## config.mk

```make
export PLATFORM = sky130hd
export DESIGN_NAME = ndr_acl_stream_parser_top
export DESIGN_NICKNAME = d
export VERILOG_FILES = /design/src/rtl/nasp_pkg.sv /design/src/rtl/ndr_acl_stream_parser_top.sv /design/src/rtl/nasp_cfg_regs.sv
export SDC_FILE = /design/constraint.sdc
export NUM_CORES = 1
export LEC_CHECK = 0
export ABC_AREA = 1
export BUFFER_PORTS_ARGS = -buffer_cell sky130_fd_sc_hd__clkbuf_2
export CAP_MARGIN = 10
export CORE_UTILIZATION = 60
export DETAILED_ROUTE_END_ITERATION = 6
export PLACE_DENSITY = 0.88
export SETUP_SLACK_MARGIN = 0.1
export SLEW_MARGIN = 5
export SYNTH_ARGS = -nofsm -noshare
export SYNTH_HDL_FRONTEND = slang
export SYNTH_HIERARCHICAL = 1
export SYNTH_SLANG_ARGS = --single-unit
export TNS_END_PERCENT = 10
```

## constraint.sdc

```tcl
create_clock -name clk -period 6.4 [get_ports clk]
set_clock_uncertainty 0.05 [all_clocks]
set_input_delay 1.28 -clock clk [delete_from_list [all_inputs] [get_ports clk]]
set_output_delay 1.28 -clock clk [all_outputs]
set_load 0.03 [all_outputs]
```

## src/rtl/nasp_pkg.sv

```systemverilog
package nasp_pkg;

    localparam int MAX_SUB_AUTHS = 15;

    // parser phases
    localparam logic [3:0] PH_REV    = 4'd0;
    localparam logic [3:0] PH_SIZE   = 4'd1;
    localparam logic [3:0] PH_COUNT  = 4'd2;
    localparam logic [3:0] PH_ETYPE  = 4'd3;
    localparam logic [3:0] PH_EFLAGS = 4'd4;
    localparam logic [3:0] PH_ESIZE  = 4'd5;
    localparam logic [3:0] PH_EMASK  = 4'd6;
    localparam logic [3:0] PH_SREV   = 4'd7;
    localparam logic [3:0] PH_SCOUNT = 4'd8;
    localparam logic [3:0] PH_SAUTH  = 4'd9;
    localparam logic [3:0] PH_SSUB   = 4'd10;
    localparam logic [3:0] PH_EPAD   = 4'd11;
    localparam logic [3:0] PH_IDLE   = 4'd12;

    // record kinds
    localparam logic [1:0] KIND_HEADER = 2'd0;
    localparam logic [1:0] KIND_ENTRY  = 2'd1;
    localparam logic [1:0] KIND_ERROR  = 2'd2;

    // error codes
    localparam logic [2:0] ERR_NONE       = 3'd0;
    localparam logic [2:0] ERR_BUF_SIZE   = 3'd1;
    localparam logic [2:0] ERR_INCOMPLETE = 3'd2;
    localparam logic [2:0] ERR_AUTH_COUNT = 3'd3;
    localparam logic [2:0] ERR_NDR64      = 3'd4;

    // register indexes
    localparam logic [2:0] REG_NDR64      = 3'd0;
    localparam logic [2:0] REG_BIG_ENDIAN = 3'd1;
    localparam logic [2:0] REG_NO_ALIGN   = 3'd2;
    localparam logic [2:0] REG_INCOMPLETE = 3'd3;
    localparam logic [2:0] REG_START      = 3'd4;

    typedef struct packed {
        logic       ndr64_mode;
        logic       big_endian;
        logic       no_align;
        logic       incomplete_mode;
        logic [2:0] start_phase;
    } cfg_t;

    typedef struct packed {
        logic [31:0] last_sub_authority;
        logic [47:0] identifier_authority;
        logic [3:0]  sid_auth_count;
        logic [7:0]  sid_revision;
        logic [31:0] rights_mask;
        logic [7:0]  entry_flags;
        logic [7:0]  entry_type;
        logic [31:0] entry_count;
        logic [15:0] size_value;
        logic [15:0] revision;
        logic [2:0]  error_code;
        logic [1:0]  kind;
    } rec_t;

endpackage

```

## src/rtl/ndr_acl_stream_parser_top.sv

```systemverilog
// The record for an accepted byte is registered directly into the output register.
// Throughput: one byte per cycle while s_tready is high; the field state machine
// updates in a single pass. The output register is a one-deep buffer: a new byte
// is taken while the record is taken in the same cycle or when none is pending.
// Reset (rst_n, asynchronous, active low) clears registers, parser state and output.
module ndr_acl_stream_parser_top
    import nasp_pkg::*;
(
    input  logic         clk,
    input  logic         rst_n,
    input  logic         s_tvalid,
    output logic         s_tready,
    input  logic [7:0]   s_tdata,   // data_byte[7:0]
    input  logic         s_tlast,   // last_byte
    output logic         m_tvalid,
    input  logic         m_tready,
    // error_code[2:0], revision[18:3], size_value[34:19],
    // entry_count[66:35], entry_type[74:67], entry_flags[82:75],
    // rights_mask[114:83], sid_revision[122:115], sid_auth_count[126:123],
    // identifier_authority[174:127], last_sub_authority[206:175], zero fill
    output logic [207:0] m_tdata,
    output logic [1:0]   m_tuser,   // kind[1:0]
    input  logic         psel,
    input  logic         penable,
    input  logic         pwrite,
    input  logic [4:0]   paddr,
    input  logic [31:0]  pwdata,
    output logic [31:0]  prdata,
    output logic         pready
);

    cfg_t cfg;

    nasp_cfg_regs u_cfg (
        .clk     (clk),
        .rst_n   (rst_n),
        .psel    (psel),
        .penable (penable),
        .pwrite  (pwrite),
        .paddr   (paddr),
        .pwdata  (pwdata),
        .prdata  (prdata),
        .pready  (pready),
        .cfg     (cfg)
    );

    logic [3:0]  phase_reg, phase_next;
    logic [15:0] off_reg, off_next;
    logic [31:0] acc_reg, acc_next;
    logic [2:0]  fb_reg, fb_next;
    logic [31:0] left_reg, left_next;
    logic [15:0] estart_reg, estart_next;
    logic [15:0] pad_reg, pad_next;
    logic [3:0]  subs_reg, subs_next;
    logic [63:0] cap_reg, cap_next;
    logic [47:0] auth_reg, auth_next;
    logic [31:0] lsub_reg, lsub_next;
    logic [7:0]  srev_reg, srev_next;
    logic [3:0]  scnt_reg, scnt_next;
    logic        start_reg, start_next;
    logic        ovalid_reg;
    rec_t        orec_reg;
    rec_t        rec;
    logic        emit;
    logic        accept;

    logic [15:0] off, nxt, used;
    logic [2:0]  align_m;
    logic [2:0]  flen;
    logic [31:0] v;
    logic [7:0]  b;
    logic [2:0]  tcode;
    logic        done;

    assign s_tready = !ovalid_reg || m_tready;
    assign accept   = s_tvalid && s_tready;
    assign m_tvalid = ovalid_reg;
    assign m_tdata  = {1'b0, orec_reg[208:2]};
    assign m_tuser  = orec_reg.kind;
    assign b        = s_tdata;
    assign tcode    = cfg.incomplete_mode ? ERR_INCOMPLETE : ERR_BUF_SIZE;

    // parse one byte
    always_comb
    begin
        phase_next  = phase_reg;
        acc_next    = acc_reg;
        fb_next     = fb_reg;
        left_next   = left_reg;
        estart_next = estart_reg;
        pad_next    = pad_reg;
        subs_next   = subs_reg;
        cap_next    = cap_reg;
        auth_next   = auth_reg;
        lsub_next   = lsub_reg;
        srev_next   = srev_reg;
        scnt_next   = scnt_reg;
        start_next  = 1'b0;
        rec         = '0;
        emit        = 1'b0;
        done        = 1'b0;
        v           = '0;
        used        = '0;
        off         = start_reg ? {13'd0, cfg.start_phase} : off_reg;
        nxt         = off + 16'd1;
        align_m     = 3'd0;
        flen        = 3'd1;

        unique case (phase_reg)
            PH_REV:                      begin align_m = 3'd3; flen = cfg.ndr64_mode ? 3'd4 : 3'd2; end
            PH_SIZE, PH_ESIZE:           begin align_m = 3'd1; flen = 3'd2; end
            PH_COUNT, PH_EMASK, PH_SSUB: begin align_m = 3'd3; flen = 3'd4; end
            PH_ETYPE, PH_SREV:           begin align_m = 3'd3; flen = 3'd1; end
            PH_SAUTH:                    begin align_m = 3'd0; flen = 3'd6; end
            default:                     begin align_m = 3'd0; flen = 3'd1; end
        endcase

        if (phase_reg == PH_EPAD)
        begin
            pad_next = pad_reg - 16'd1;
            if (pad_next == 16'd0)
                done = 1'b1;
        end
        else if (phase_reg < PH_EPAD)
        begin
            if (!cfg.no_align && fb_reg == 3'd0 && (off[2:0] & align_m) != 3'd0)
            begin
                // alignment pad: drop byte
            end
            else
            begin
                if (phase_reg == PH_SAUTH)
                    auth_next = {auth_reg[39:0], b};
                else if (cfg.big_endian)
                    acc_next = {acc_reg[23:0], b};
                else
                    acc_next = acc_reg | ({24'd0, b} << {fb_reg[1:0], 3'b000});
                fb_next = fb_reg + 3'd1;
                if (fb_next >= flen)
                begin
                    fb_next = 3'd0;
                    v = acc_next;
                    acc_next = '0;
                    unique case (phase_reg)
                        PH_REV:
                        begin
                            if (cfg.ndr64_mode && v[31:16] != 16'd0)
                            begin
                                emit = 1'b1;
                                rec.kind = KIND_ERROR;
                                rec.error_code = ERR_NDR64;
                                phase_next = PH_IDLE;
                            end
                            else
                            begin
                                cap_next = {48'd0, v[15:0]};
                                phase_next = PH_SIZE;
                            end
                        end
                        PH_SIZE:
                        begin
                            cap_next[31:16] = v[15:0];
                            phase_next = PH_COUNT;
                        end
                        PH_COUNT:
                        begin
                            emit = 1'b1;
                            rec.kind = KIND_HEADER;
                            rec.revision = cap_reg[15:0];
                            rec.size_value = cap_reg[31:16];
                            rec.entry_count = v;
                            left_next = v;
                            if (v == 32'd0)
                                phase_next = PH_IDLE;
                            else
                            begin
                                phase_next = PH_ETYPE;
                                estart_next = nxt;
                            end
                        end
                        PH_ETYPE:
                        begin
                            cap_next = {56'd0, v[7:0]};
                            phase_next = PH_EFLAGS;
                        end
                        PH_EFLAGS:
                        begin
                            cap_next[15:8] = v[7:0];
                            phase_next = PH_ESIZE;
                        end
                        PH_ESIZE:
                        begin
                            cap_next[31:16] = v[15:0];
                            phase_next = PH_EMASK;
                        end
                        PH_EMASK:
                        begin
                            cap_next[63:32] = v;
                            phase_next = PH_SREV;
                        end
                        PH_SREV:
                        begin
                            srev_next = b;
                            phase_next = PH_SCOUNT;
                        end
                        PH_SCOUNT:
                        begin
                            if (b > 8'(MAX_SUB_AUTHS))
                            begin
                                emit = 1'b1;
                                rec.kind = KIND_ERROR;
                                rec.error_code = ERR_AUTH_COUNT;
                                phase_next = PH_IDLE;
                            end
                            else
                            begin
                                subs_next = b[3:0];
                                scnt_next = b[3:0];
                                lsub_next = '0;
                                auth_next = '0;
                                phase_next = PH_SAUTH;
                            end
                        end
                        PH_SAUTH:
                        begin
                            if (subs_reg == 4'd0)
                                phase_next = PH_EPAD;
                            else
                                phase_next = PH_SSUB;
                        end
                        PH_SSUB:
                        begin
                            lsub_next = v;
                            subs_next = subs_reg - 4'd1;
                            if (subs_next == 4'd0)
                                phase_next = PH_EPAD;
                        end
                        default: ;
                    endcase
                    // identifier complete: check entry size and set padding
                    if (phase_next == PH_EPAD)
                    begin
                        used = nxt - estart_reg;
                        if (cap_reg[31:16] < used)
                        begin
                            emit = 1'b1;
                            rec.kind = KIND_ERROR;
                            rec.error_code = tcode;
                            phase_next = PH_IDLE;
                        end
                        else
                        begin
                            pad_next = cap_reg[31:16] - used;
                            if (pad_next == 16'd0)
                                done = 1'b1;
                        end
                    end
                end
            end
        end

        // emit entry record
        if (done)
        begin
            emit = 1'b1;
            rec.kind = KIND_ENTRY;
            rec.size_value = cap_reg[31:16];
            rec.entry_type = cap_reg[7:0];
            rec.entry_flags = cap_reg[15:8];
            rec.rights_mask = cap_reg[63:32];
            rec.sid_revision = srev_reg;
            rec.sid_auth_count = scnt_reg;
            rec.identifier_authority = auth_next;
            rec.last_sub_authority = lsub_next;
            left_next = left_reg - 32'd1;
            if (left_next == 32'd0)
                phase_next = PH_IDLE;
            else
            begin
                phase_next = PH_ETYPE;
                estart_next = nxt;
            end
        end

        off_next = nxt;

        // end of buffer: flag truncation and restart
        if (s_tlast)
        begin
            if (phase_next != PH_IDLE)
            begin
                emit = 1'b1;
                rec = '0;
                rec.kind = KIND_ERROR;
                rec.error_code = tcode;
            end
            phase_next  = PH_REV;
            acc_next    = '0;
            fb_next     = '0;
            left_next   = '0;
            estart_next = '0;
            pad_next    = '0;
            subs_next   = '0;
            cap_next    = '0;
            auth_next   = '0;
            lsub_next   = '0;
            srev_next   = '0;
            scnt_next   = '0;
            start_next  = 1'b1;
        end
    end

    // advance parser state
    always_ff @(posedge clk or negedge rst_n)
    begin
        if (!rst_n)
        begin
            phase_reg  <= PH_REV;
            off_reg    <= '0;
            acc_reg    <= '0;
            fb_reg     <= '0;
            left_reg   <= '0;
            estart_reg <= '0;
            pad_reg    <= '0;
            subs_reg   <= '0;
            cap_reg    <= '0;
            auth_reg   <= '0;
            lsub_reg   <= '0;
            srev_reg   <= '0;
            scnt_reg   <= '0;
            start_reg  <= 1'b1;
        end
        else if (accept)
        begin
            phase_reg  <= phase_next;
            off_reg    <= off_next;
            acc_reg    <= acc_next;
            fb_reg     <= fb_next;
            left_reg   <= left_next;
            estart_reg <= estart_next;
            pad_reg    <= pad_next;
            subs_reg   <= subs_next;
            cap_reg    <= cap_next;
            auth_reg   <= auth_next;
            lsub_reg   <= lsub_next;
            srev_reg   <= srev_next;
            scnt_reg   <= scnt_next;
            start_reg  <= start_next;
        end
    end

    // hold result until taken
    always_ff @(posedge clk or negedge rst_n)
    begin
        if (!rst_n)
        begin
            ovalid_reg <= 1'b0;
        end
        else if (accept)
        begin
            ovalid_reg <= emit;
        end
        else if (m_tready)
        begin
            ovalid_reg <= 1'b0;
        end
    end

    always_ff @(posedge clk or negedge rst_n)
    begin
        if (!rst_n)
            orec_reg <= '0;
        else if (accept && emit)
            orec_reg <= rec;
    end

    // checks
    a_error_code: assert property (@(posedge clk) disable iff (!rst_n)
        m_tvalid && orec_reg.kind != KIND_ERROR |-> orec_reg.error_code == ERR_NONE)
        else $error("error code on non-error record");
    a_auth_range: assert property (@(posedge clk) disable iff (!rst_n)
        m_tvalid && orec_reg.kind == KIND_ENTRY |-> orec_reg.sid_auth_count <= 4'(MAX_SUB_AUTHS))
        else $error("authority count out of range");
    a_last_restart: assert property (@(posedge clk) disable iff (!rst_n)
        accept && s_tlast |=> phase_reg == PH_REV && start_reg)
        else $error("no restart after last byte");
    a_kind_range: assert property (@(posedge clk) disable iff (!rst_n)
        m_tvalid |-> orec_reg.kind != 2'd3)
        else $error("bad record kind");

endmodule

```

## src/rtl/nasp_cfg_regs.sv

```systemverilog
module nasp_cfg_regs
    import nasp_pkg::*;
(
    input  logic        clk,
    input  logic        rst_n,
    input  logic        psel,
    input  logic        penable,
    input  logic        pwrite,
    input  logic [4:0]  paddr,
    input  logic [31:0] pwdata,
    output logic [31:0] prdata,
    output logic        pready,
    output cfg_t        cfg
);

    cfg_t cfg_reg;
    logic wr_en;

    assign pready = 1'b1;
    assign wr_en  = psel && penable && pwrite;
    assign cfg    = cfg_reg;

    // write registers
    always_ff @(posedge clk or negedge rst_n)
    begin
        if (!rst_n)
        begin
            cfg_reg <= '0;
        end
        else if (wr_en && paddr[1:0] == 2'b00)
        begin
            unique case (paddr[4:2])
                REG_NDR64:      cfg_reg.ndr64_mode      <= pwdata[0];
                REG_BIG_ENDIAN: cfg_reg.big_endian      <= pwdata[0];
                REG_NO_ALIGN:   cfg_reg.no_align        <= pwdata[0];
                REG_INCOMPLETE: cfg_reg.incomplete_mode <= pwdata[0];
                REG_START:      cfg_reg.start_phase     <= pwdata[2:0];
                default:        ;
            endcase
        end
    end

    // read mux
    always_comb
    begin
        prdata = '0;
        if (paddr[1:0] == 2'b00)
        begin
            unique case (paddr[4:2])
                REG_NDR64:      prdata[0]   = cfg_reg.ndr64_mode;
                REG_BIG_ENDIAN: prdata[0]   = cfg_reg.big_endian;
                REG_NO_ALIGN:   prdata[0]   = cfg_reg.no_align;
                REG_INCOMPLETE: prdata[0]   = cfg_reg.incomplete_mode;
                REG_START:      prdata[2:0] = cfg_reg.start_phase;
                default:        prdata      = '0;
            endcase
        end
    end

endmodule
```

=== Yosys cells after proc, flatten, opt, wreduce, memory -nomap -nowiden ===
Index checks and enable logic that the tools add are counted.
Widths: inputs -> output; s select.

* Register bits: 497
* Input port bits: 53
* Output and inout port bits: 245
* Logic and storage cells: 280

* Add/sub/neg operators: 7
* Order comparisons: 4
* Equality and inequality tests: 26
* Shifts and indexed selects: 1
* Muxes and demuxes: 148
* Bitwise logic cells: 2
* Reduce and logical (&&, ||, !) cells: 57

{| class="wikitable"
|+ Operators with widths
! operator !! number
|-
| $mux 32 || 23
|-
| $mux 64 || 7
|-
| $mux 209 || 2
|-
| $mux 48 || 8
|-
| $mux 16 || 18
|-
| $mux 69 || 4
|-
| $mux 140 || 1
|-
| $mux 4 || 29
|-
| $pmux 32 s3 || 1
|-
| $logic_not 32->1 || 2
|-
| $pmux 32 s2 || 1
|-
| $mux 8 || 6
|-
| $pmux 16 s3 || 1
|-
| $pmux 4 s11 || 1
|-
| $reduce_and 7->1 || 6
|-
| $logic_not 16->1 || 2
|-
| $or 32x32->32 || 1
|-
| $shl 8x5->32 || 1
|-
| $sub 16x16->16 || 2
|-
| $sub 32x1->32 const B || 1
|-
| $reduce_bool 3->1 || 9
|-
| $mux 3 || 8
|-
| $pmux 8 s3 || 1
|-
| $mux 1 || 23
|-
| other kinds (43) || 87
|}

=== Logic depth before layout (Yosys ltp) ===
* Depth after elaboration: 28
* Mapped depth: 50
* Gate-level depth less buffers: 48

=== By module ===
The synthesis kept the hierarchy.

{| class="wikitable"
|+ Modules (own cells, without submodules)
! module !! instances !! cells an instance !! area an instance (um^2) !! sequential area each (um^2)
|-
| ndr_acl_stream_parser_top || 1 || 3770 || 27491.4 || 12263.0
|-
| nasp_cfg_regs || 1 || 85 || 644.4 || 175.2
|}

=== Worst setup path before layout ===
Ideal clock, no wire load.

* Path kind: reg2reg
* Start point: register start_reg
* End point: register orec_reg, in the netlist m_tdata[19]
* Setup time: 0.117 ns
* Arrival: 5.623 ns
* Required time: 6.233 ns
* Setup slack: 0.610 ns
* Stages on the path, launching flop included: 43
* Path buffers: 2
* Clock period less this slack: 5.790 ns
* Cell sequence: dfstp_2 > nand2_1 > o21ai_0 > ha_1 > nand2_1 > nor2_1 > nand2_1 > nor2_1 > xnor2_1 > inv_1 > ha_1 > nand4_1 > o221ai_1 > a21oi_1 > o21ai_0 > a21oi_1 > o21ai_0 > a21oi_1 > [7 not listed] > inv_1 > and2_1 > nand4_1 > nor2_1 > nand3_1 > nand2_2 > inv_2 > nand3_1 > nand2_1 > inv_2 > nand2_4 > nand2_4 > nand2_2 > nand2_2 > buf_6 > buf_6 > nand2_1 > nand2_1

* Word-level cells in the longest chain between the ends: 17
* Elaborated cells between the ends (all ways): 40
* Classes of those cells: 3 x add/sub; 1 x order compare; 1 x eq/ne; 30 x mux; 1 x bitwise; 4 x reduce/logical

{| class="wikitable"
|+ RTL lines
! what !! line !! text
|-
| start, declared || ndr_acl_stream_parser_top.sv:60 || <nowiki>logic start_reg, start_next;</nowiki>
|-
| start signal, assigned || ndr_acl_stream_parser_top.sv:348 || <nowiki>start_reg <= start_next;</nowiki>
|-
| $mux 16 * || ndr_acl_stream_parser_top.sv:104 || <nowiki>off = start_reg ? {13'd0, cfg.start_phase} : off_reg;</nowiki>
|-
| $add 16x1->16 * || ndr_acl_stream_parser_top.sv:105 || <nowiki>nxt = off + 16'd1;</nowiki>
|-
| named net nxt[6] || ndr_acl_stream_parser_top.sv:67 || <nowiki>logic [15:0] off, nxt, used;</nowiki>
|-
| $sub 16x16->16 * || ndr_acl_stream_parser_top.sv:243 || <nowiki>used = nxt - estart_reg;</nowiki>
|-
| $sub 16x16->16 || ndr_acl_stream_parser_top.sv:253 || <nowiki>pad_next = cap_reg[31:16] - used;</nowiki>
|-
| $logic_not 16->1 || ndr_acl_stream_parser_top.sv:254 || <nowiki>if (pad_next == 16'd0)</nowiki>
|-
| $mux 1 || ndr_acl_stream_parser_top.sv:254 ||
|-
| $mux 1 || ndr_acl_stream_parser_top.sv:244 || <nowiki>if (cap_reg[31:16] < used)</nowiki>
|-
| [2 not listed] || -- ||
|-
| $mux 1 || ndr_acl_stream_parser_top.sv:126 || <nowiki>if (!cfg.no_align && fb_reg == 3'd0 && (off[2:0] & align_m) != 3'd0)</nowiki>
|-
| $mux 1 || ndr_acl_stream_parser_top.sv:124 || <nowiki>else if (phase_reg < PH_EPAD)</nowiki>
|-
| $mux 1 || ndr_acl_stream_parser_top.sv:118 || <nowiki>if (phase_reg == PH_EPAD)</nowiki>
|-
| $mux 4 || ndr_acl_stream_parser_top.sv:263 || <nowiki>if (done)</nowiki>
|-
| $ne 4x4->1 || ndr_acl_stream_parser_top.sv:290 || <nowiki>if (phase_next != PH_IDLE)</nowiki>
|-
| $mux 1 || ndr_acl_stream_parser_top.sv:290 ||
|-
| $mux 1 || ndr_acl_stream_parser_top.sv:288 || <nowiki>if (s_tlast)</nowiki>
|-
| $logic_and 1x1->1 || ndr_acl_stream_parser_top.sv:373 || <nowiki>else if (accept && emit)</nowiki>
|-
| end signal, assigned || ndr_acl_stream_parser_top.sv:374 || <nowiki>orec_reg <= rec;</nowiki>
|-
| end, declared || ndr_acl_stream_parser_top.sv:62 || <nowiki>rec_t orec_reg;</nowiki>
|}

The timed path passes the listed nets; every way through them passes the cells marked *.
A chain may end at the register's enable or synchronous reset.

=== Worst setup path after layout ===
* Start point: register start_reg
* End point: register orec_reg, in the netlist m_tdata[35]

Same word-level chain as after synthesis.

==> summary.txt <==
Power and ir drop
  – P_leak: ~17 nW
  – Peak VDD IR: 325 uV
  – Total power draw: 0.0132 W
  – PwrDens: around 400 nW/um2

Clocking
  – Reg clk slew, reported paths: 0.07 ns
  – TritonCTS buffer count: 51
  – CTS tree: built
  – Clock Sinks: 497
  – # hold bufs at CTS: 0
  – Clock tree buffer depth: 3
  – Root Driver: clkbuf_16
  – Worst skew pair latency: about 0.63 ns
  – Htree depth: 2

Placement
  – Routability congestion estimate: ~0.97
  – HPWL after DPL: between 50000 and 60000 um
  – Area post-placement: a little under 30000 um2
  – Port Buffer Count: 237

Setup path
  – CP Class: reg -> reg
  – Crit path capture type: register
  – Startpoint types: register
  – Worst path most repeated cell: nand2_1
  – Worst-path maximum fanout: 13
  – CP Data Arrival Time: between 6 and 7 ns
  – Critical Path RT: 6.91 ns
  – Slowest cell on the critical path: dfstp_2
  – Max stage delay on crit path: 0.57 ns

Layout
  – Final Cell Area: about 33000 um2
  – Nets: 4138
  – # fillers: 3333
  – Fraction of layout cells with a size suffix above 1: 0.152
  – FF/Latch Area: approximately 12000 um2
  – Multi-input logic area: ~14000 um2
  – Core Util, Final: 0.717
  – Max FFs per register: 207
  – Ant. Diodes: 0
  – Area Overhead vs Synth: 16.6%

Global route
  – First-pass GRT wire length: roughly 140000 um
  – Initial antenna violation count: 0
  – Gr usage total: 0.357
  – Largest net degree at the start of global routing: between 150 and 200
  – Vias in the first global route: 25500
  – GRT overflow: 0

Drt
  – First-pass detailed-route iteration total: 7
  – Final wirelength: a little over 90000 um
  – Met3 routed WL: ~11000 um
  – Via density: around 6.1
  – Top layer in use: met4
  – DRC: 3
  – Routed Antenna Nets: 0
  – Total vias in the final route: roughly 29000
  – Metal-1 WL: between 30000 and 40000 um
  – Initial DRC count: 4120
  – Routed WL per cell: 20.0 um
  – DR WL met2: approximately 43000 um

Floorplan
  – Top Ports: approximately 300
  – Die H: 219 um
  – Rows: between 70 and 80
  – Die X: approximately 220 um
  – Full die area: 47800 um2
  – Initial Utilization: 0.615
  – Area of the core: roughly 46000 um2

Synthesis
  – Post-synthesis register bit count: 497
  – Syn_area_per_cell: between 7 and 8 um2
  – Post-Synthesis Cells: slightly below 4000
  – Cell Area, Synth: approximately 28000 um2
  – Sequential area share after synthesis: 0.442
  – Top_reg_cell synth: dfrtp_1
  – Ys async rst share: 1.00
  – EDFF count, synth: 0
  – Synth warn: 6
  – Count of cell types in the netlist: 56

STA
  – Worst rel slew slack: 0.188
  – # setup viols final: 0
  – Min Tclk post-route: 6.36 ns
  – Final TNS setup: 0 ns
  – Final hold slack: 0.425 ns
  – Period utilization: 0.994
  – Max Freq: 157 MHz
  – RSZ-0062 raised after global routing: true
  – Final Max Slew Viols: 0
  – Final Hold Fails: 0
  – Tightest Pin Transition: ~1.2 ns

Status
  – Status: finished with violations
  – Failing checks: design-rule violations

Run
  – Max Cap Viol: 0

Worst hold path
  – Type of the worst min-delay path: reg -> reg
[Yosys cell counts, drive strengths merged (13+ instances only)]
cell,n,area [um2]
buf,116,801
o22ai,95,594
nor2,265,1030
o2111ai,13,114
nor3,60,312
nand2,1283,4850
o21ai,282,1420
a21oi,208,1060
dfrtp,496,12400
ha,44,551
a31oi,26,163
a211oi,27,203
nand4,75,469
inv,388,1460
clkbuf,148,556
xor2,60,526
nand3,175,886
[layer usage]
metal,vias to the layer above,GRT usage
met1,13300,0.481
met4,0,0.169
met5,-,0
met2,2040,0.557
li1,12800,-
met3,396,0.0664
[cell usage in the layout (no fill, tap or decap), types with 8 or more instances in the layout]
master	instances
a211oi_1	27
a21oi_1	193
a21oi_2	14
a22o_1	11
a31oi_1	26
buf_12	18
buf_4	75
buf_6	11
clkbuf_16	64
clkbuf_2	235
clkbuf_8	9
clkinv_2	14
conb_1	31
dfrtp_1	496
ha_1	37
inv_1	363
inv_2	23
nand2_1	1200
nand2_2	62
nand2_4	18
nand3_1	171
nand4_1	75
nor2_1	251
nor2_2	8
nor3_1	58
o2111ai_1	13
o211ai_1	10
o21a_1	9
o21ai_0	266
o21ai_1	13
o22ai_1	95
xor2_1	60
[logic make-up after synthesis]
kind of cell	count (synthesis)	synth area share
AND/OR/NAND/NOR	1882	0.274
flip-flops	497	0.442
buffers and inverters	656	0.101
adder cells (fa/ha/maj)	46	0.0210
XOR/XNOR	71	0.0221
multiplexers	1	0.000356
other	3	0.000400
AO/OA/AOI/OAI	699	0.140
[final timing paths]
kind                                   from           end  slack (ns)  cells past startpoint
worst min-delay path            m_tdata[42]   m_tdata[42]        0.42                      2
min in group asynchronous             rst_n    pad_reg[1]        0.60                      1
worst max-delay path              start_reg   m_tdata[35]        0.04                     46
max in group asynchronous             rst_n  m_tdata[191]        4.43                      2
worst max register to register    start_reg   m_tdata[35]        0.04                     46
worst min register to register  m_tdata[42]   m_tdata[42]        0.42                      2
[metrics by stage]
step | setup WS (ns) | std cells
after floorplan | 0.610 | 3883
after global placement | 0.0657 | 4535
after detailed placement | -0.00180 | 4535
after CTS | 0.110 | 4637
after global routing | -0.341 | 4676
final | 0.0364 | 4676
[power breakdown]
group / total [W] / internal, W / leakage, nW / switching [W]
Sequential: 0.00374 / 0.00347 / 6.84 / 0.000274
Clock: 0.00312 / 0.00178 / 0.857 / 0.00134
Combinational: 0.00629 / 0.00199 / 9.22 / 0.00430
[critical path: cells and delay by family (launching register included)]
kind | cells | cell delay [ns]
buffers and inverters | 7 | 0.81
AO/OA/AOI/OAI | 8 | 1.20
flip-flops | 1 | 0.57
AND/OR/NAND/NOR | 26 | 2.46
XOR/XNOR | 2 | 0.35
adder cells (fa/ha/maj) | 3 | 0.86
[cell type report]
class,count,share of cell area
Clock buffer,66,0.0447
Clock inverter,24,0.00767
Inverter,392,0.0450
Multi-Input combinational cell,2732,0.414
Sequential cell,497,0.379
Tap cell,600,0.0229
Timing Repair Buffer,365,0.0862
[timing repair]
action | in CTS | in global routing
gates resized for setup | 26 | 169
pin swaps | 11 | 62
setup endpoints to repair | 199 | 274
gates cloned | 2 | 17
buffers inserted | 10 | 21
Power figures use the tool's default switching activity.
